==> src/hw/rtl/assert_macros.svh <==
// assertion helper macros shared by the rtl files
`ifndef ASSERT_MACROS_SVH
`define ASSERT_MACROS_SVH

// same-cycle implication on the rising clock edge, quiet during reset
`define AEC_ASSERT_IMPL(lbl, ante, cons, msg) \
   lbl: assert property (@(posedge clock) disable iff (reset) (ante) |-> (cons)) \
      else $error(msg);

// next-cycle implication on the rising clock edge, quiet during reset
`define AEC_ASSERT_NEXT(lbl, ante, cons, msg) \
   lbl: assert property (@(posedge clock) disable iff (reset) (ante) |=> (cons)) \
      else $error(msg);

`endif

==> src/hw/rtl/aec_pkg.sv <==
// types, constants and helper functions for the easing curve block
`default_nettype none
package aec_pkg;

   // field widths
   localparam int FRAC_BITS  = 16;
   localparam int ALPHA_W    = FRAC_BITS + 2;
   localparam int PROG_W     = FRAC_BITS + 1;
   localparam int ANG_W      = FRAC_BITS + 2;
   localparam int DELTA_W    = 20;
   localparam int DUR_W      = 32;
   localparam int MODE_W     = 4;
   localparam int CP_W       = 18;
   localparam int CSR_IDX_W  = 3;
   localparam int CSR_DATA_W = 32;

   // internal signed working width for Q.FRAC_BITS values
   localparam int WORK_W = 24;

   // serial arithmetic units
   localparam int MUL_W     = 32;
   localparam int MUL_DIG   = 4;
   localparam int MOP_W     = MUL_W + 1;
   localparam int DIV_NUM_W = DUR_W + FRAC_BITS;
   localparam int DIV_DEN_W = 32;

   localparam int BEZIER_MAX_STEPS_DEF = 16;

   // fixed point constants
   localparam logic signed [WORK_W-1:0] ONE_Q = WORK_W'(64'd1 << FRAC_BITS);
   localparam logic [31:0] Q30_C       = 32'd1 << 30;
   localparam logic [31:0] HALF_PI_Q30 = 32'd1686629713;
   localparam logic [31:0] BACK_C_Q30  = 32'd1827057613;
   localparam logic [31:0] TOL_Q30     = 32'd1073742;
   localparam logic signed [WORK_W-1:0] BACK_K =
      WORK_W'((64'(BACK_C_Q30) + (64'd1 << (29 - FRAC_BITS))) >> (30 - FRAC_BITS));
   localparam logic signed [WORK_W-1:0] BACK_K1 = BACK_K + ONE_Q;
   localparam logic signed [WORK_W-1:0] BEZ_TOL =
      WORK_W'((64'(TOL_Q30) + (64'd1 << (29 - FRAC_BITS))) >> (30 - FRAC_BITS));
   localparam logic signed [WORK_W-1:0] ALPHA_MAX = WORK_W'((64'd1 << (ALPHA_W - 1)) - 1);
   localparam logic signed [WORK_W-1:0] ALPHA_MIN = -ALPHA_MAX - WORK_W'(1);
   localparam logic [PROG_W-1:0] PROG_MAX = PROG_W'(64'd1 << FRAC_BITS);

   // register indexes
   typedef enum logic [CSR_IDX_W-1:0] {
      CSR_DURATION  = 3'd0,
      CSR_MODE      = 3'd1,
      CSR_BEZ_X1    = 3'd2,
      CSR_BEZ_Y1    = 3'd3,
      CSR_BEZ_X2    = 3'd4,
      CSR_BEZ_Y2    = 3'd5
   } csr_index_type;

   // curve codes
   typedef enum logic [MODE_W-1:0] {
      CURVE_LINEAR      = 4'd0,
      CURVE_REVERSE     = 4'd1,
      CURVE_IN_QUAD     = 4'd2,
      CURVE_OUT_QUAD    = 4'd3,
      CURVE_IN_CUBIC    = 4'd4,
      CURVE_OUT_CUBIC   = 4'd5,
      CURVE_SMOOTH      = 4'd6,
      CURVE_IN_SINE     = 4'd7,
      CURVE_OUT_SINE    = 4'd8,
      CURVE_IN_OUT_SINE = 4'd9,
      CURVE_BOUNCE      = 4'd10,
      CURVE_SIN         = 4'd11,
      CURVE_OUT_BACK    = 4'd12,
      CURVE_BEZIER      = 4'd13
   } curve_type;

   typedef struct packed {
      logic [DELTA_W-1:0] delta_us;
      logic               restart;
   } req_type;

   typedef struct packed {
      logic signed [ALPHA_W-1:0] alpha;
      logic [PROG_W-1:0]         progress_q16;
   } rsp_type;

   typedef struct packed {
      logic [DUR_W-1:0]       duration_us;
      logic [MODE_W-1:0]      curve_mode;
      logic signed [CP_W-1:0] bezier_x1;
      logic signed [CP_W-1:0] bezier_y1;
      logic signed [CP_W-1:0] bezier_x2;
      logic signed [CP_W-1:0] bezier_y2;
   } cfg_type;

   typedef struct packed {
      logic             start;
      logic [MUL_W-1:0] a;
      logic [MUL_W-1:0] b;
   } mul_req_type;

   typedef struct packed {
      logic                 start;
      logic [DIV_NUM_W-1:0] num;
      logic [DIV_DEN_W-1:0] den;
   } div_req_type;

   // taylor divisors for the horner sine steps
   function automatic logic [6:0] taylor_div(input logic [2:0] idx);
      logic [6:0] d;
      case (idx)
         3'd0:    d = 7'd110;
         3'd1:    d = 7'd72;
         3'd2:    d = 7'd42;
         3'd3:    d = 7'd20;
         default: d = 7'd6;
      endcase
      return d;
   endfunction

endpackage
`default_nettype wire

==> src/hw/rtl/aec_mul.sv <==
// digit-serial unsigned multiplier, one 4-bit digit of the multiplier per cycle
`default_nettype none
module aec_mul (
   input  wire logic                          clock,
   input  wire logic                          reset,
   input  wire aec_pkg::mul_req_type          req,
   output logic                               done,
   output logic [2*aec_pkg::MUL_W-1:0]        prod
);

   localparam int STEPS = aec_pkg::MUL_W / aec_pkg::MUL_DIG;
   localparam int CNT_W = $clog2(STEPS);
   localparam int SUM_W = aec_pkg::MUL_W + aec_pkg::MUL_DIG;

   logic [aec_pkg::MUL_W-1:0] a_ff;
   logic [aec_pkg::MUL_W-1:0] hi_ff;
   logic [aec_pkg::MUL_W-1:0] lo_ff;
   logic [CNT_W-1:0]          cnt_ff;
   logic                      busy_ff;
   logic                      done_ff;
   logic [SUM_W-1:0]          sum;

   // partial product of one digit added to the running high word
   assign sum = SUM_W'(hi_ff) + SUM_W'(a_ff) * SUM_W'(lo_ff[aec_pkg::MUL_DIG-1:0]);

   // shift-add sequencing
   always_ff @(posedge clock) begin
      if (reset) begin
         busy_ff <= 1'b0;
         done_ff <= 1'b0;
         cnt_ff  <= '0;
      end else begin
         done_ff <= 1'b0;
         if (req.start) begin
            a_ff    <= req.a;
            lo_ff   <= req.b;
            hi_ff   <= '0;
            cnt_ff  <= '0;
            busy_ff <= 1'b1;
         end else if (busy_ff) begin
            hi_ff  <= sum[SUM_W-1:aec_pkg::MUL_DIG];
            lo_ff  <= {sum[aec_pkg::MUL_DIG-1:0], lo_ff[aec_pkg::MUL_W-1:aec_pkg::MUL_DIG]};
            cnt_ff <= cnt_ff + CNT_W'(1);
            if (cnt_ff == CNT_W'(STEPS - 1)) begin
               busy_ff <= 1'b0;
               done_ff <= 1'b1;
            end
         end
      end
   end

   assign done = done_ff;
   assign prod = {hi_ff, lo_ff};

endmodule
`default_nettype wire

==> src/hw/rtl/aec_div.sv <==
// bit-serial restoring divider, one quotient bit per cycle
`default_nettype none
module aec_div (
   input  wire logic                         clock,
   input  wire logic                         reset,
   input  wire aec_pkg::div_req_type         req,
   output logic                              done,
   output logic [aec_pkg::DIV_NUM_W-1:0]     quot
);

   localparam int NW    = aec_pkg::DIV_NUM_W;
   localparam int DW    = aec_pkg::DIV_DEN_W;
   localparam int CNT_W = $clog2(NW);

   logic [NW-1:0]    num_ff;
   logic [DW-1:0]    den_ff;
   logic [DW-1:0]    rem_ff;
   logic [CNT_W-1:0] cnt_ff;
   logic             busy_ff;
   logic             done_ff;
   logic [DW:0]      trial;
   logic [DW:0]      diff;
   logic             ge;

   // trial subtract of the divisor from the shifted remainder
   assign trial = {rem_ff, num_ff[NW-1]};
   assign diff  = trial - {1'b0, den_ff};
   assign ge    = trial >= {1'b0, den_ff};

   always_ff @(posedge clock) begin
      if (reset) begin
         busy_ff <= 1'b0;
         done_ff <= 1'b0;
         cnt_ff  <= '0;
      end else begin
         done_ff <= 1'b0;
         if (req.start) begin
            num_ff  <= req.num;
            den_ff  <= req.den;
            rem_ff  <= '0;
            cnt_ff  <= '0;
            busy_ff <= 1'b1;
         end else if (busy_ff) begin
            rem_ff <= ge ? diff[DW-1:0] : trial[DW-1:0];
            num_ff <= {num_ff[NW-2:0], ge};
            cnt_ff <= cnt_ff + CNT_W'(1);
            if (cnt_ff == CNT_W'(NW - 1)) begin
               busy_ff <= 1'b0;
               done_ff <= 1'b1;
            end
         end
      end
   end

   assign done = done_ff;
   assign quot = num_ff;

endmodule
`default_nettype wire

==> src/hw/rtl/aec_seq.sv <==
// sequencer: progress divide and curve evaluation on the shared serial units
`default_nettype none
module aec_seq #(
   parameter int BEZIER_MAX_STEPS = aec_pkg::BEZIER_MAX_STEPS_DEF
) (
   input  wire logic                      clock,
   input  wire logic                      reset,
   input  wire logic                      start,
   input  wire logic [aec_pkg::DUR_W-1:0] elapsed,
   input  wire aec_pkg::cfg_type          cfg,
   input  wire logic                      out_free,
   output logic                           done,
   output aec_pkg::rsp_type               result
);

   localparam int F     = aec_pkg::FRAC_BITS;
   localparam int W     = aec_pkg::WORK_W;
   localparam int OW    = aec_pkg::MOP_W;
   localparam int STP_W = $clog2(BEZIER_MAX_STEPS + 1);

   typedef enum logic [5:0] {
      S_IDLE, S_PROG, S_EASE, S_MUL_WAIT, S_DIV_WAIT,
      S_M3, S_M4, S_M5A, S_M5B, S_M6, S_M12A, S_M12B, S_M12C, S_RES_MQ,
      S_SIN_A, S_SIN_X, S_SIN_X2, S_SIN_LOOP, S_SIN_DIV, S_SIN_T, S_SIN_M,
      S_SIN_S, S_SIN_POST,
      S_B0, S_B1, S_B2, S_B3, S_B4, S_B5, S_B6L, S_B6, S_B7, S_BCHK,
      S_FIN
   } state_type;

   typedef enum logic [1:0] {
      POST_ID, POST_ONE_MINUS, POST_HALF
   } post_type;

   state_type   state_ff, ret_ff;
   post_type    post_ff;
   logic        done_ff;
   logic        mul_go_ff;
   logic        div_go_ff;
   logic signed [OW-1:0] op_a_ff, op_b_ff;
   logic [aec_pkg::DIV_NUM_W-1:0] div_num_ff;
   logic [aec_pkg::DIV_DEN_W-1:0] div_den_ff;

   logic [2*aec_pkg::MUL_W-1:0]   prod_ff;
   logic [aec_pkg::DIV_NUM_W-1:0] quot_ff;
   logic signed [W-1:0] mq_ff, p_ff, res_ff, tmp_ff;
   logic signed [W-1:0] t_ff, lo_ff, hi_ff, s_ff, t2_ff, w1_ff, w2_ff, w3_ff, x_ff, v_ff;
   logic [aec_pkg::ANG_W-1:0] ang_ff;
   logic [1:0]  quad_ff;
   logic [31:0] sx_ff, sx2_ff, st_ff;
   logic [2:0]  idx_ff;
   logic [STP_W-1:0] step_ff;
   logic        yph_ff;

   aec_pkg::mul_req_type mul_req;
   aec_pkg::div_req_type div_req;
   logic                 mul_done, div_done;
   logic [2*aec_pkg::MUL_W-1:0]   mul_prod;
   logic [aec_pkg::DIV_NUM_W-1:0] div_quot;

   logic [aec_pkg::MUL_W-1:0] mag_a, mag_b;
   logic                      prod_neg;
   logic [2*aec_pkg::MUL_W-1:0] rnd;
   logic signed [W-1:0]       mq_mag, mq_val;
   logic [aec_pkg::DUR_W-1:0] clamped;
   logic [F:0]                fold_r;
   logic [31:0]               sin_s, sin_cap;
   logic [31:0]               sin_rnd;
   logic signed [W-1:0]       sin_v;
   logic signed [W-1:0]       bz_d, bz_ad, bz_x, bz_sum;
   logic                      bz_stop, bz_up;
   logic signed [W-1:0]       ctl_a, ctl_b, k_q, mq3;

   // shared serial units
   aec_mul u_mul (
      .clock (clock),
      .reset (reset),
      .req   (mul_req),
      .done  (mul_done),
      .prod  (mul_prod)
   );

   aec_div u_div (
      .clock (clock),
      .reset (reset),
      .req   (div_req),
      .done  (div_done),
      .quot  (div_quot)
   );

   // multiplier operands as sign and magnitude
   assign mag_a    = op_a_ff[OW-1] ? aec_pkg::MUL_W'(-op_a_ff) : op_a_ff[OW-2:0];
   assign mag_b    = op_b_ff[OW-1] ? aec_pkg::MUL_W'(-op_b_ff) : op_b_ff[OW-2:0];
   assign prod_neg = op_a_ff[OW-1] ^ op_b_ff[OW-1];
   assign mul_req  = '{start: mul_go_ff, a: mag_a, b: mag_b};
   assign div_req  = '{start: div_go_ff, num: div_num_ff, den: div_den_ff};

   // fixed point product rounded half away from zero
   assign rnd    = mul_prod + (64'd1 << (F - 1));
   assign mq_mag = rnd[F+W-1:F];
   assign mq_val = prod_neg ? -mq_mag : mq_mag;
   assign mq3    = mq_ff + (mq_ff <<< 1);

   // progress numerator clamp
   assign clamped = (elapsed < cfg.duration_us) ? elapsed : cfg.duration_us;

   // sine: fold into the first quarter wave
   assign fold_r = quad_ff[0] ? ((F+1)'(1) << F) - (F+1)'(ang_ff[F-1:0])
                              : (F+1)'(ang_ff[F-1:0]);
   // sine: cap at one and round to the output format
   assign sin_s   = prod_ff[61:30];
   assign sin_cap = (sin_s > aec_pkg::Q30_C) ? aec_pkg::Q30_C : sin_s;
   assign sin_rnd = (sin_cap + (32'd1 << (29 - F))) >> (30 - F);
   assign sin_v   = quad_ff[1] ? -W'(sin_rnd) : W'(sin_rnd);

   // bezier search test
   assign bz_d    = p_ff - x_ff;
   assign bz_ad   = bz_d[W-1] ? -bz_d : bz_d;
   assign bz_stop = (bz_ad <= aec_pkg::BEZ_TOL) || (step_ff == STP_W'(BEZIER_MAX_STEPS));
   assign bz_up   = p_ff > x_ff;
   assign bz_sum  = tmp_ff + mq_ff + w3_ff;
   assign bz_x    = bz_up ? t_ff : lo_ff;
   assign ctl_a   = yph_ff ? W'(cfg.bezier_y1) : W'(cfg.bezier_x1);
   assign ctl_b   = yph_ff ? W'(cfg.bezier_y2) : W'(cfg.bezier_x2);
   assign k_q     = mq_ff + aec_pkg::BACK_K;

   // main sequencer
   always_ff @(posedge clock) begin
      if (reset) begin
         state_ff  <= S_IDLE;
         ret_ff    <= S_IDLE;
         done_ff   <= 1'b0;
         mul_go_ff <= 1'b0;
         div_go_ff <= 1'b0;
      end else begin
         done_ff   <= 1'b0;
         mul_go_ff <= 1'b0;
         div_go_ff <= 1'b0;
         case (state_ff)
            S_IDLE: begin
               if (start) begin
                  if (cfg.duration_us == '0) begin
                     p_ff     <= aec_pkg::ONE_Q;
                     state_ff <= S_EASE;
                  end else begin
                     div_num_ff <= aec_pkg::DIV_NUM_W'(clamped) << F;
                     div_den_ff <= cfg.duration_us;
                     div_go_ff  <= 1'b1;
                     ret_ff     <= S_PROG;
                     state_ff   <= S_DIV_WAIT;
                  end
               end
            end
            S_PROG: begin
               p_ff     <= W'(quot_ff[aec_pkg::PROG_W-1:0]);
               state_ff <= S_EASE;
            end
            S_MUL_WAIT: begin
               if (mul_done) begin
                  prod_ff  <= mul_prod;
                  mq_ff    <= mq_val;
                  state_ff <= ret_ff;
               end
            end
            S_DIV_WAIT: begin
               if (div_done) begin
                  quot_ff  <= div_quot;
                  state_ff <= ret_ff;
               end
            end
            // curve dispatch
            S_EASE: begin
               case (cfg.curve_mode)
                  aec_pkg::CURVE_REVERSE: begin
                     res_ff   <= aec_pkg::ONE_Q - p_ff;
                     state_ff <= S_FIN;
                  end
                  aec_pkg::CURVE_IN_QUAD, aec_pkg::CURVE_IN_CUBIC,
                  aec_pkg::CURVE_SMOOTH: begin
                     op_a_ff   <= OW'(p_ff);
                     op_b_ff   <= OW'(p_ff);
                     mul_go_ff <= 1'b1;
                     ret_ff    <= (cfg.curve_mode == aec_pkg::CURVE_IN_QUAD) ? S_RES_MQ :
                                  (cfg.curve_mode == aec_pkg::CURVE_IN_CUBIC) ? S_M4 : S_M6;
                     state_ff  <= S_MUL_WAIT;
                  end
                  aec_pkg::CURVE_OUT_QUAD: begin
                     op_a_ff   <= OW'(aec_pkg::ONE_Q - p_ff);
                     op_b_ff   <= OW'(aec_pkg::ONE_Q - p_ff);
                     mul_go_ff <= 1'b1;
                     ret_ff    <= S_M3;
                     state_ff  <= S_MUL_WAIT;
                  end
                  aec_pkg::CURVE_OUT_CUBIC, aec_pkg::CURVE_OUT_BACK: begin
                     tmp_ff    <= p_ff - aec_pkg::ONE_Q;
                     op_a_ff   <= OW'(p_ff - aec_pkg::ONE_Q);
                     op_b_ff   <= OW'(p_ff - aec_pkg::ONE_Q);
                     mul_go_ff <= 1'b1;
                     ret_ff    <= (cfg.curve_mode == aec_pkg::CURVE_OUT_BACK) ? S_M12A : S_M5A;
                     state_ff  <= S_MUL_WAIT;
                  end
                  aec_pkg::CURVE_IN_SINE: begin
                     ang_ff   <= aec_pkg::ANG_W'(p_ff + aec_pkg::ONE_Q);
                     post_ff  <= POST_ONE_MINUS;
                     state_ff <= S_SIN_A;
                  end
                  aec_pkg::CURVE_OUT_SINE: begin
                     ang_ff   <= aec_pkg::ANG_W'(p_ff);
                     post_ff  <= POST_ID;
                     state_ff <= S_SIN_A;
                  end
                  aec_pkg::CURVE_IN_OUT_SINE: begin
                     ang_ff   <= aec_pkg::ANG_W'((p_ff <<< 1) + aec_pkg::ONE_Q);
                     post_ff  <= POST_HALF;
                     state_ff <= S_SIN_A;
                  end
                  aec_pkg::CURVE_BOUNCE: begin
                     ang_ff   <= aec_pkg::ANG_W'(p_ff <<< 1);
                     post_ff  <= POST_ID;
                     state_ff <= S_SIN_A;
                  end
                  aec_pkg::CURVE_SIN: begin
                     ang_ff   <= aec_pkg::ANG_W'((p_ff <<< 2) + aec_pkg::ONE_Q);
                     post_ff  <= POST_HALF;
                     state_ff <= S_SIN_A;
                  end
                  aec_pkg::CURVE_BEZIER: begin
                     if (p_ff <= '0 || p_ff >= aec_pkg::ONE_Q) begin
                        res_ff   <= p_ff;
                        state_ff <= S_FIN;
                     end else begin
                        t_ff     <= aec_pkg::ONE_Q >>> 1;
                        lo_ff    <= '0;
                        hi_ff    <= aec_pkg::ONE_Q;
                        step_ff  <= '0;
                        yph_ff   <= 1'b0;
                        state_ff <= S_B0;
                     end
                  end
                  default: begin
                     res_ff   <= p_ff;
                     state_ff <= S_FIN;
                  end
               endcase
            end
            // polynomial curves
            S_RES_MQ: begin
               res_ff   <= mq_ff;
               state_ff <= S_FIN;
            end
            S_M3: begin
               res_ff   <= aec_pkg::ONE_Q - mq_ff;
               state_ff <= S_FIN;
            end
            S_M4: begin
               op_a_ff   <= OW'(mq_ff);
               op_b_ff   <= OW'(p_ff);
               mul_go_ff <= 1'b1;
               ret_ff    <= S_RES_MQ;
               state_ff  <= S_MUL_WAIT;
            end
            S_M5A: begin
               op_a_ff   <= OW'(mq_ff);
               op_b_ff   <= OW'(tmp_ff);
               mul_go_ff <= 1'b1;
               ret_ff    <= S_M5B;
               state_ff  <= S_MUL_WAIT;
            end
            S_M5B: begin
               res_ff   <= mq_ff + aec_pkg::ONE_Q;
               state_ff <= S_FIN;
            end
            S_M6: begin
               op_a_ff   <= OW'(mq_ff);
               op_b_ff   <= OW'((aec_pkg::ONE_Q <<< 1) + aec_pkg::ONE_Q - (p_ff <<< 1));
               mul_go_ff <= 1'b1;
               ret_ff    <= S_RES_MQ;
               state_ff  <= S_MUL_WAIT;
            end
            // back overshoot: one + q^2 * (k1 q + k)
            S_M12A: begin
               s_ff      <= mq_ff;
               op_a_ff   <= OW'(aec_pkg::BACK_K1);
               op_b_ff   <= OW'(tmp_ff);
               mul_go_ff <= 1'b1;
               ret_ff    <= S_M12B;
               state_ff  <= S_MUL_WAIT;
            end
            S_M12B: begin
               op_a_ff   <= OW'(s_ff);
               op_b_ff   <= OW'(k_q);
               mul_go_ff <= 1'b1;
               ret_ff    <= S_M12C;
               state_ff  <= S_MUL_WAIT;
            end
            S_M12C: begin
               res_ff   <= aec_pkg::ONE_Q + mq_ff;
               state_ff <= S_FIN;
            end
            // sine: angle to radians, then horner polynomial
            S_SIN_A: begin
               quad_ff   <= ang_ff[F+1:F];
               state_ff  <= S_SIN_X;
               ret_ff    <= S_SIN_X;
            end
            S_SIN_X: begin
               if (ret_ff == S_SIN_X) begin
                  op_a_ff   <= OW'(fold_r);
                  op_b_ff   <= OW'(aec_pkg::HALF_PI_Q30);
                  mul_go_ff <= 1'b1;
                  ret_ff    <= S_SIN_X2;
                  state_ff  <= S_MUL_WAIT;
               end
            end
            S_SIN_X2: begin
               sx_ff     <= prod_ff[F+31:F];
               op_a_ff   <= OW'(prod_ff[F+31:F]);
               op_b_ff   <= OW'(prod_ff[F+31:F]);
               mul_go_ff <= 1'b1;
               ret_ff    <= S_SIN_LOOP;
               state_ff  <= S_MUL_WAIT;
            end
            S_SIN_LOOP: begin
               if (ret_ff == S_SIN_LOOP) begin
                  sx2_ff <= prod_ff[61:30];
                  st_ff  <= aec_pkg::Q30_C;
                  idx_ff <= '0;
                  op_a_ff <= OW'(prod_ff[61:30]);
               end else begin
                  op_a_ff <= OW'(sx2_ff);
               end
               op_b_ff   <= (ret_ff == S_SIN_LOOP) ? OW'(aec_pkg::Q30_C) : OW'(st_ff);
               mul_go_ff <= 1'b1;
               ret_ff    <= S_SIN_DIV;
               state_ff  <= S_MUL_WAIT;
            end
            S_SIN_DIV: begin
               div_num_ff <= aec_pkg::DIV_NUM_W'(prod_ff[61:30]);
               div_den_ff <= aec_pkg::DIV_DEN_W'(aec_pkg::taylor_div(idx_ff));
               div_go_ff  <= 1'b1;
               ret_ff     <= S_SIN_T;
               state_ff   <= S_DIV_WAIT;
            end
            S_SIN_T: begin
               st_ff  <= aec_pkg::Q30_C - quot_ff[31:0];
               idx_ff <= idx_ff + 3'd1;
               ret_ff <= S_SIN_T;
               state_ff <= (idx_ff == 3'd4) ? S_SIN_M : S_SIN_LOOP;
            end
            S_SIN_M: begin
               op_a_ff   <= OW'(sx_ff);
               op_b_ff   <= OW'(st_ff);
               mul_go_ff <= 1'b1;
               ret_ff    <= S_SIN_S;
               state_ff  <= S_MUL_WAIT;
            end
            S_SIN_S: begin
               v_ff     <= sin_v;
               state_ff <= S_SIN_POST;
            end
            S_SIN_POST: begin
               case (post_ff)
                  POST_ONE_MINUS: res_ff <= aec_pkg::ONE_Q - v_ff;
                  POST_HALF:      res_ff <= (aec_pkg::ONE_Q - v_ff) >>> 1;
                  default:        res_ff <= v_ff;
               endcase
               state_ff <= S_FIN;
            end
            // bezier basis weights for the current t
            S_B0: begin
               s_ff      <= aec_pkg::ONE_Q - t_ff;
               op_a_ff   <= OW'(t_ff);
               op_b_ff   <= OW'(t_ff);
               mul_go_ff <= 1'b1;
               ret_ff    <= S_B1;
               state_ff  <= S_MUL_WAIT;
            end
            S_B1: begin
               t2_ff     <= mq_ff;
               op_a_ff   <= OW'(s_ff);
               op_b_ff   <= OW'(s_ff);
               mul_go_ff <= 1'b1;
               ret_ff    <= S_B2;
               state_ff  <= S_MUL_WAIT;
            end
            S_B2: begin
               op_a_ff   <= OW'(mq_ff);
               op_b_ff   <= OW'(t_ff);
               mul_go_ff <= 1'b1;
               ret_ff    <= S_B3;
               state_ff  <= S_MUL_WAIT;
            end
            S_B3: begin
               w1_ff     <= mq3;
               op_a_ff   <= OW'(s_ff);
               op_b_ff   <= OW'(t2_ff);
               mul_go_ff <= 1'b1;
               ret_ff    <= S_B4;
               state_ff  <= S_MUL_WAIT;
            end
            S_B4: begin
               w2_ff     <= mq3;
               op_a_ff   <= OW'(t2_ff);
               op_b_ff   <= OW'(t_ff);
               mul_go_ff <= 1'b1;
               ret_ff    <= S_B5;
               state_ff  <= S_MUL_WAIT;
            end
            S_B5: begin
               w3_ff    <= mq_ff;
               state_ff <= S_B6L;
            end
            // weighted sum with the control points of the current axis
            S_B6L: begin
               op_a_ff   <= OW'(w1_ff);
               op_b_ff   <= OW'(ctl_a);
               mul_go_ff <= 1'b1;
               ret_ff    <= S_B6;
               state_ff  <= S_MUL_WAIT;
            end
            S_B6: begin
               tmp_ff    <= mq_ff;
               op_a_ff   <= OW'(w2_ff);
               op_b_ff   <= OW'(ctl_b);
               mul_go_ff <= 1'b1;
               ret_ff    <= S_B7;
               state_ff  <= S_MUL_WAIT;
            end
            S_B7: begin
               if (yph_ff) begin
                  res_ff   <= bz_sum;
                  state_ff <= S_FIN;
               end else begin
                  x_ff     <= bz_sum;
                  state_ff <= S_BCHK;
               end
            end
            // bisection step or switch to the y axis
            S_BCHK: begin
               if (bz_stop) begin
                  yph_ff   <= 1'b1;
                  state_ff <= S_B6L;
               end else begin
                  if (bz_up) begin
                     lo_ff <= t_ff;
                  end else begin
                     hi_ff <= t_ff;
                  end
                  t_ff     <= (bz_x + (bz_up ? hi_ff : t_ff)) >>> 1;
                  step_ff  <= step_ff + STP_W'(1);
                  state_ff <= S_B0;
               end
            end
            S_FIN: begin
               if (out_free) begin
                  done_ff  <= 1'b1;
                  state_ff <= S_IDLE;
               end
            end
            default: begin
               state_ff <= S_IDLE;
            end
         endcase
      end
   end

   // result with alpha saturated to the output range
   assign done = done_ff;
   assign result.alpha = (res_ff > aec_pkg::ALPHA_MAX) ? aec_pkg::ALPHA_MAX[aec_pkg::ALPHA_W-1:0] :
                         (res_ff < aec_pkg::ALPHA_MIN) ? aec_pkg::ALPHA_MIN[aec_pkg::ALPHA_W-1:0] :
                                                        res_ff[aec_pkg::ALPHA_W-1:0];
   assign result.progress_q16 = p_ff[aec_pkg::PROG_W-1:0];

endmodule
`default_nettype wire

==> src/hw/rtl/animation_easing_curve.sv <==
// top level of the easing curve generator: handshakes, registers, elapsed total
//
//   channel   direction  handshake            payload
//   req       in         req_valid/req_ready  req_data (delta_us, restart)
//   rsp       out        rsp_valid/rsp_ready  rsp_data (alpha, progress_q16)
//   csr       in         csr_we               csr_index, csr_wdata
//
// one item at a time; the progress divide runs on the 48-bit serial divider
// curve step: linear uses no serial unit, polynomials use the shared multiplier, sine
// uses five serial divides, bezier repeats its multiplies for every search step
// multiply cost is set by the 4-bit-per-cycle shared multiplier
// synchronous reset clears control state, elapsed total and registers
// the next item is taken while a finished item waits in the output register
`default_nettype none
module animation_easing_curve #(
   parameter int BEZIER_MAX_STEPS = aec_pkg::BEZIER_MAX_STEPS_DEF
) (
   input  wire logic                            clock,
   input  wire logic                            reset,
   input  wire logic                            req_valid,
   output logic                                 req_ready,
   input  wire aec_pkg::req_type                req_data,
   output logic                                 rsp_valid,
   input  wire logic                            rsp_ready,
   output aec_pkg::rsp_type                     rsp_data,
   input  wire logic                            csr_we,
   input  wire logic [aec_pkg::CSR_IDX_W-1:0]   csr_index,
   input  wire logic [aec_pkg::CSR_DATA_W-1:0]  csr_wdata
);

   aec_pkg::cfg_type          cfg_ff;
   logic [aec_pkg::DUR_W-1:0] elapsed_ff;
   logic [aec_pkg::DUR_W-1:0] elapsed_in;
   logic [aec_pkg::DUR_W:0]   elapsed_sum;
   logic [aec_pkg::DUR_W-1:0] elapsed_base;
   logic                      busy_ff;
   logic                      start_ff;
   logic                      rsp_valid_ff;
   aec_pkg::rsp_type          rsp_data_ff;
   logic                      accept;
   logic                      seq_done;
   aec_pkg::rsp_type          seq_result;

   assign accept = req_valid && req_ready;

   // saturating elapsed total
   assign elapsed_base = req_data.restart ? '0 : elapsed_ff;
   assign elapsed_sum  = (aec_pkg::DUR_W+1)'(elapsed_base) + (aec_pkg::DUR_W+1)'(req_data.delta_us);
   assign elapsed_in   = elapsed_sum[aec_pkg::DUR_W] ? '1 : elapsed_sum[aec_pkg::DUR_W-1:0];

   // configuration registers
   always_ff @(posedge clock) begin
      if (reset) begin
         cfg_ff.duration_us <= '0;
         cfg_ff.curve_mode  <= aec_pkg::CURVE_LINEAR;
         cfg_ff.bezier_x1   <= '0;
         cfg_ff.bezier_y1   <= '0;
         cfg_ff.bezier_x2   <= aec_pkg::CP_W'(aec_pkg::ONE_Q);
         cfg_ff.bezier_y2   <= aec_pkg::CP_W'(aec_pkg::ONE_Q);
      end else if (csr_we) begin
         case (csr_index)
            aec_pkg::CSR_DURATION: cfg_ff.duration_us <= csr_wdata;
            aec_pkg::CSR_MODE:     cfg_ff.curve_mode  <= csr_wdata[aec_pkg::MODE_W-1:0];
            aec_pkg::CSR_BEZ_X1:   cfg_ff.bezier_x1   <= csr_wdata[aec_pkg::CP_W-1:0];
            aec_pkg::CSR_BEZ_Y1:   cfg_ff.bezier_y1   <= csr_wdata[aec_pkg::CP_W-1:0];
            aec_pkg::CSR_BEZ_X2:   cfg_ff.bezier_x2   <= csr_wdata[aec_pkg::CP_W-1:0];
            aec_pkg::CSR_BEZ_Y2:   cfg_ff.bezier_y2   <= csr_wdata[aec_pkg::CP_W-1:0];
            default: ;
         endcase
      end
   end

   // item intake and output register
   always_ff @(posedge clock) begin
      if (reset) begin
         elapsed_ff   <= '0;
         busy_ff      <= 1'b0;
         start_ff     <= 1'b0;
         rsp_valid_ff <= 1'b0;
      end else begin
         start_ff <= accept;
         if (accept) begin
            elapsed_ff <= elapsed_in;
            busy_ff    <= 1'b1;
         end else if (seq_done) begin
            busy_ff <= 1'b0;
         end
         if (seq_done) begin
            rsp_valid_ff <= 1'b1;
            rsp_data_ff  <= seq_result;
         end else if (rsp_ready) begin
            rsp_valid_ff <= 1'b0;
         end
      end
   end

   aec_seq #(
      .BEZIER_MAX_STEPS (BEZIER_MAX_STEPS)
   ) u_seq (
      .clock    (clock),
      .reset    (reset),
      .start    (start_ff),
      .elapsed  (elapsed_ff),
      .cfg      (cfg_ff),
      .out_free (!rsp_valid_ff),
      .done     (seq_done),
      .result   (seq_result)
   );

   assign req_ready = !busy_ff;
   assign rsp_valid = rsp_valid_ff;
   assign rsp_data  = rsp_data_ff;

`include "assert_macros.svh"

   // result is only produced into an empty output register
   `AEC_ASSERT_IMPL(a_done_slot_free, seq_done, !rsp_valid_ff, "result produced over a full slot")
   // an accepted item always starts the sequencer and marks the block busy
   `AEC_ASSERT_NEXT(a_accept_starts, accept, start_ff && busy_ff, "accepted item not started")
   // a result only arrives for an item in flight
   `AEC_ASSERT_IMPL(a_done_busy, seq_done, busy_ff, "result without an item in flight")
   // progress never passes completion
   `AEC_ASSERT_IMPL(a_progress_range, rsp_valid_ff, rsp_data_ff.progress_q16 <= aec_pkg::PROG_MAX, "progress above one")

endmodule
`default_nettype wire

==> config.mk <==
export PLATFORM = sky130hd
export DESIGN_NAME = animation_easing_curve
export DESIGN_NICKNAME = d
export VERILOG_FILES = /design/src/hw/rtl/aec_pkg.sv /design/src/hw/rtl/aec_mul.sv /design/src/hw/rtl/aec_div.sv /design/src/hw/rtl/aec_seq.sv /design/src/hw/rtl/animation_easing_curve.sv
export VERILOG_INCLUDE_DIRS = /design/src /design/src/hw/rtl
export SDC_FILE = /design/constraint.sdc
export NUM_CORES = 2
export LEC_CHECK = 0
export ABC_AREA = 1
export BUFFER_PORTS_ARGS = -buffer_cell sky130_fd_sc_hd__clkbuf_2
export CAP_MARGIN = 20
export CORE_UTILIZATION = 37
export DETAILED_ROUTE_END_ITERATION = 7
export PLACE_DENSITY = 0.52
export SETUP_SLACK_MARGIN = 0.15
export SLEW_MARGIN = 30
export SYNTH_ARGS = -nofsm -noshare
export SYNTH_HDL_FRONTEND = slang
export SYNTH_SLANG_ARGS = --single-unit
==> constraint.sdc <==
create_clock -name clock -period 26.3 [get_ports clock]
set_input_delay 1.315 -clock clock [delete_from_list [all_inputs] [get_ports clock]]
set_output_delay 1.315 -clock clock [all_outputs]
set_load 0.01 [all_outputs]
* Yosys cells after proc, flatten, opt, wreduce, memory -nomap -nowiden
Cells that the tools add are included.
Operators by class: multipliers 1, $lt $le $gt $ge 9, multiplexer cells 112, reduce and logical (&&, ||, !) cells 81, divide/modulo/power cells 0, add/sub/neg operators 34, equality and inequality tests 79, bitwise operators 6, shifts and indexed selects 0
Operators by type and width (number):
- two-way mux 32 bit | 16
- two-way mux 24 bit | 20
- one-hot mux 33 bit (14 select lines) | 1
- one-hot mux 33 bit (12 select lines) | 1
- one-hot mux 24 bit (2 select lines) | 7
- two-way mux 48 bit | 4
- one-hot mux 24 bit (6 select lines) | 1
- one-hot mux 32 bit (2 select lines) | 2
- one-hot mux 6 bit (19 select lines) | 1
- == test 6 x 5 -> 1 bit (second input constant) | 17
- one-hot mux 33 bit (3 select lines) | 1
- adder 24 bit | 4
- one-hot mux 48 bit (2 select lines) | 1
- one-hot mux 6 bit (16 select lines) | 1
- subtractor 18 x 24 -> 24 bit (first input constant) | 4
- one-hot mux 18 bit (5 select lines) | 1
- one-hot mux 24 bit (3 select lines) | 1
- two-way mux 33 bit | 2
- negator 32 bit | 2
- two-way mux 6 bit | 10
- adder 18 bit (second input constant) | 3
- == test 6 x 4 -> 1 bit (second input constant) | 9
- adder 24 x 18 -> 24 bit (second input constant) | 2
- negator 24 bit | 2
- other kinds (83) | 209
Word-level totals: memories kept 0, output and inout port bits 37, input port bits 61, bits in writable memories 0, memory bits (read-only) 0, bits in registers 1117, latch bits 0, logic and storage cells 381

* Logic depth before layout (Yosys ltp)
depth in word-level cells 7, mapped depth 32, mapped depth without buffers 32

* Cells and area by module
A second synthesis with hierarchy kept.
Unflattened totals: cell total of the unflattened synthesis 8556, area total of the unflattened synthesis 69391.6 µm²
Modules (own cells, without submodules):
- aec_seq | area each 43748.2 µm², sequential area each 20669.8 µm², times used 1, cells each 5119
- aec_mul | area each 9530.4 µm², sequential area each 2982.9 µm², times used 1, cells each 1244
- animation_easing_curve | area each 8395.6 µm², sequential area each 3913.8 µm², times used 1, cells each 1148
- aec_div | area each 7717.4 µm², sequential area each 3523.4 µm², times used 1, cells each 1045

* Worst setup path before layout
OpenSTA, ideal clock, no wires.
path type reg2reg, start point register u_seq.p_ff[0], end point register u_seq.hi_ff[0] (enable), setup time 0.627 ns, clock period less this slack 8.654 ns, path buffers 0, required time 25.673 ns, setup slack 17.646 ns, cell stages (with the launch flop) 20, data arrival time 8.027 ns, path through edfxtp_1 inv_1 ha_1 fa_1 ha_1 a21boi_0 nand3_1 nor2_1 nand2_1 nor2_2 nand2_1 nand2_2 nand2_1 nand2_1 nand2_1 nand2_1 nor2_1 nand3_1 o21ai_1 a21boi_0
Between the ends: longest elaborated chain between the ends 7, elaborated cells on any way between the ends 11, those cells by class add/sub: 2; order compare: 3; eq/ne: 2; mux: 1; reduce/logical: 3
Ends and longest elaborated chain:
- from (decl) | line aec_seq.sv:45 | logic signed [W-1:0] mq_ff, p_ff, res_ff, tmp_ff;
- from (signal assigned) | line aec_seq.sv:142 | p_ff <= aec_pkg::ONE_Q;
- from (signal assigned) | line aec_seq.sv:154 | p_ff <= W'(quot_ff[aec_pkg::PROG_W-1:0]);
- subtractor 24 bit | line aec_seq.sv:116 | assign bz_d = p_ff - x_ff;
- negator 24 bit | line aec_seq.sv:117 | assign bz_ad = bz_d[W-1] ? -bz_d : bz_d;
- two-way mux 24 bit | line aec_seq.sv:117
- less-or-equal comparator 24 x 8 -> 1 bit | line aec_seq.sv:118 | assign bz_stop = (bz_ad <= aec_pkg::BEZ_TOL) || (step_ff == STP_W'(BEZIER_MAX_STEPS));
- logical OR 1 bit | line aec_seq.sv:118
- inequality test 2 bit (no source line)
- AND reduction 5 bit (no source line) *
- to (signal assigned) | line aec_seq.sv:233 | hi_ff <= aec_pkg::ONE_Q;
- to (signal assigned) | line aec_seq.sv:446 | hi_ff <= t_ff;
- to (decl) | line aec_seq.sv:46 | logic signed [W-1:0] t_ff, lo_ff, hi_ff, s_ff, t2_ff, w1_ff, w2_ff, w3_ff, x_ff, v_ff;
Mark *: on every way between the ends. The rest lies on a longest branch, timed or not. A chain may end at the register's enable or synchronous reset.

* Worst setup path after layout
start point register u_seq.p_ff[0], end point register u_seq.t_ff[21] (data pin)
Between the ends: longest elaborated chain between the ends 5, elaborated cells on any way between the ends 6, those cells by class add/sub: 1; order compare: 1; mux: 4
Ends and longest elaborated chain:
- > comparator 24 bit * | line aec_seq.sv:119 | assign bz_up = p_ff > x_ff;
- two-way mux 24 bit, on equally long branches
- adder 24 bit * | line aec_seq.sv:448 | t_ff <= (bz_x + (bz_up ? hi_ff : t_ff)) >>> 1;
- two-way mux 24 bit * | line aec_seq.sv:439 | if (bz_stop) begin
- one-hot mux 24 bit (2 select lines) * | line aec_seq.sv:138 | case (state_ff)
- to (signal assigned) | line aec_seq.sv:231 | t_ff <= aec_pkg::ONE_Q >>> 1;
- to (signal assigned) | line aec_seq.sv:448
- to (decl) | line aec_seq.sv:46
Mark *: on every way between the ends. The rest lies on a longest branch, timed or not. The select of a mux whose other input is x is not followed.

==> results.json <==
{
  "outcome": "complete, no violations",
  "clock_skew_ns": 0.0376,
  "n_fill_cell": 17500,
  "route.detailed.drc": 0,
  "viasPerCell": 5.56,
  "ctsResizeCount": 0,
  "post-cts-setup-buffers": 0,
  "holdWs_ns": 0.415,
  "synth_area_sq_um": 66100,
  "layoutNonFillerInstCount": 10100,
  "reg2reg_to": "u_seq.t_ff[21]",
  "setup_tns_ns": 0,
  "synth_edf_count": 922,
  "layout_worst_path_cycle_share_pct": 22.8,
  "final_util_pct": 41.9,
  "firstDrtPassIters": 6,
  "dp_cells": 9872,
  "avgSynthCellArea_sq_um": 8.73,
  "cpPeakStageDelay_ns": 0.51,
  "tightest_slew_ns": 1.07,
  "crit-reg2reg-launch": "u_seq.p_ff[0]",
  "rrSetupSlack_ns": 20.30,
  "critPathSlowestCell": "inv_2",
  "grt_pass1_vias": 53000,
  "dr.first_iter.drc_count": 6542,
  "reg2reg_depth": 32,
  "report.final.slew_viol_count": 0,
  "die-area_sq_um": 180000,
  "die_h_um": 425,
  "post-place-ws_ns": 20.34,
  "finalHoldViolCount": 0,
  "grt_max_degree": 86,
  "leakagePower_nw": 30.3,
  "htreeDepth": 4,
  "ant_nets": 0,
  "routed_wl_um": 255000,
  "synthArstFlopShare_pct": 0,
  "cts.clk_slew.worst_paths_ns": 0.06,
  "max_slew_margin_pct": 27.9,
  "cp-startpoint": "u_seq.p_ff[0]",
  "place_area_sq_um": 69600,
  "grt_use_total_pct": 27.9,
  "cp-end-kind": "flop",
  "clock-sinks": 1092,
  "fin_ws_ns": 20.30,
  "numPortBuffers": 97,
  "layout_min_cycle_time_ns": 6.00,
  "area_growth_syn_to_layout_pct": 12.0,
  "worstPathArrival_ns": 6.65,
  "core_region_area_sq_um": 177000,
  "yosysSeqAreaShare_pct": 47.1,
  "multiInputGateArea_sq_um": 30300,
  "overflow": 0,
  "initial_core_util_pct": 37.4,
  "cts_tree": "done",
  "grt_pass1_wl_um": 367000,
  "start_kind": "flop",
  "synth_warnings": 0,
  "numCtsBuffers": 132,
  "crit_end": "u_seq.t_ff[21]",
  "row_count": 154,
  "cap_viol_max_count": 0,
  "drive_gt1_share_pct": 7.85,
  "cts.root.buffer_cell": "clkbuf_16",
  "rsz0062_at_grt": "no",
  "hp-class": "reg2reg",
  "hold_buffers": 0,
  "clockBufferDepth": 3,
  "setup_viol": 0,
  "p_total_mw": 5.18,
  "io_pins": 98,
  "ir_drop_uv": 64.3,
  "fmax_ghz": 0.167,
  "cp_max_fo": 30,
  "synth_ff_type": "edfxtp_1",
  "wl_per_cell_um": 25.2,
  "synth_nets": 8026,
  "place.gp.congestion": 1.06,
  "regArea_sq_um": 31100,
  "ys_ff_latch": 1092,
  "fin_nets": 8120,
  "netlist_instances": 7573,
  "clk_latency_ns": 0.82,
  "critPathKind": "reg2reg",
  "die_w_um": 425,
  "via_count": 56300,
  "design_area_sq_um": 74000,
  "required_ns": 26.95,
  "synth_cell_types": 85,
  "antenna_found_initial": 28,
  "power_density_nw_per_um2": 70.1,
  "dp_hpwl_um": 196000
}
## how the worst min path moves through the flow
stage,from,endpoint,slack [ns],cells past startpoint
2_1_floorplan,u_seq.ang_ff[16],u_seq.quad_ff[0],0.40,0
3_3_place_gp,u_seq.div_den_ff[18],u_seq.u_div.den_ff[18],0.41,0
3_5_place_dp,u_seq.div_den_ff[18],u_seq.u_div.den_ff[18],0.41,0
4_1_cts,u_seq.div_den_ff[18],u_seq.u_div.den_ff[18],0.42,0
5_1_grt,u_seq.div_den_ff[11],u_seq.u_div.den_ff[11],0.43,0
6_report,u_seq.div_den_ff[8],u_seq.u_div.den_ff[8],0.41,0
## state kept, by name (all words and copies together) (netlist names), 33 cells and up
name	flops
cfg_ff	108
u_seq.div_num_ff	48
u_seq.prod_ff	46
u_seq.op_b_ff	33
u_seq.u_div.quot	48
u_seq.op_a_ff	33
rsp_data	35
## placed cells by master (no fill, tap or decap), drive strengths merged, types with 26 or more instances in the layout
master and instances:
a221oi 75, xnor2 99, nor3 121, clkbuf 266, xor2 167, buf 104
a31oi 26, ha 272, fa 120, nand3 284, inv 1063, o221ai 29
o21a 27, o211ai 42, nand4 113, a21oi 551, o22ai 34, nand2 1527
nor4 43, nor2 725, edfxtp 922, o2111ai 35, clkinv 59, o21ai 648
or2 42, dfxtp 170
## area by class of cell
cell class / instances / area share [%]
tap: 2340 / 3.96
clock buffer: 170 / 4.76
antenna: 6 / 0.0203
timing repair buffer: 200 / 1.81
inverter: 1067 / 5.42
clock inverter: 72 / 1.09
sequential: 1092 / 42.0
multi-input combinational: 5174 / 40.9
## critical path: cells and delay by family, from the launching register on
| family | cells | cell delay [ns] |
|---|---|---|
| flops | 1 | 0.41 |
| compound gates | 11 | 1.78 |
| fa+ha+maj | 3 | 1.08 |
| buf+inv | 5 | 0.99 |
| simple gates | 13 | 1.53 |
## kinds of logic (layout without fill, tap and decap cells)
family,after synthesis,count (layout),synth area share [%]
DFF,1092,1092,47.1
other,0,6,0
and+or+nand+nor,2886,2886,18.7
buffers and inverters,1307,1509,7.53
AOI/OAI and AO/OA,1630,1630,14.4
adders and majority gates,392,392,8.79
xor gates and xnor gates,266,266,3.55
## synthesized netlist by cell type (all sizes together), types with 34 or more instances
library cell | instances | area (sq um)
o211ai | 42 | 315
fa | 120 | 2400
o22ai | 34 | 213
nand3 | 284 | 1490
o2111ai | 35 | 307
xnor2 | 99 | 875
a221oi | 75 | 657
nor4 | 43 | 290
o21ai | 648 | 3270
nor2 | 725 | 2810
edfxtp | 922 | 27700
inv | 1051 | 3950
clkbuf | 200 | 751
buf | 40 | 220
ha | 272 | 3400
or2 | 42 | 265
nor3 | 121 | 702
nand4 | 113 | 726
nand2 | 1527 | 5830
a21oi | 551 | 2780
xor2 | 167 | 1470
dfxtp | 170 | 3400
## power breakdown
part	switching, mW	leakage, nW	internal, mW	total [mW]
combinational	0.771	18.4	0.372	1.14
sequential	0.0901	9.79	2.10	2.19
clock	0.795	2.08	1.06	1.85
total	1.66	30.3	3.53	5.18
## metal layers
metal,global-route usage [%],vias to the layer above,part of all wire [%]
met5,0,-,0.068
met4,14.1,30,5.7
met3,6.10,552,8.7
met2,41.5,2502,43
met1,38.0,27200,43
li1,-,26000,-
Power figures use the tool's default switching activity.
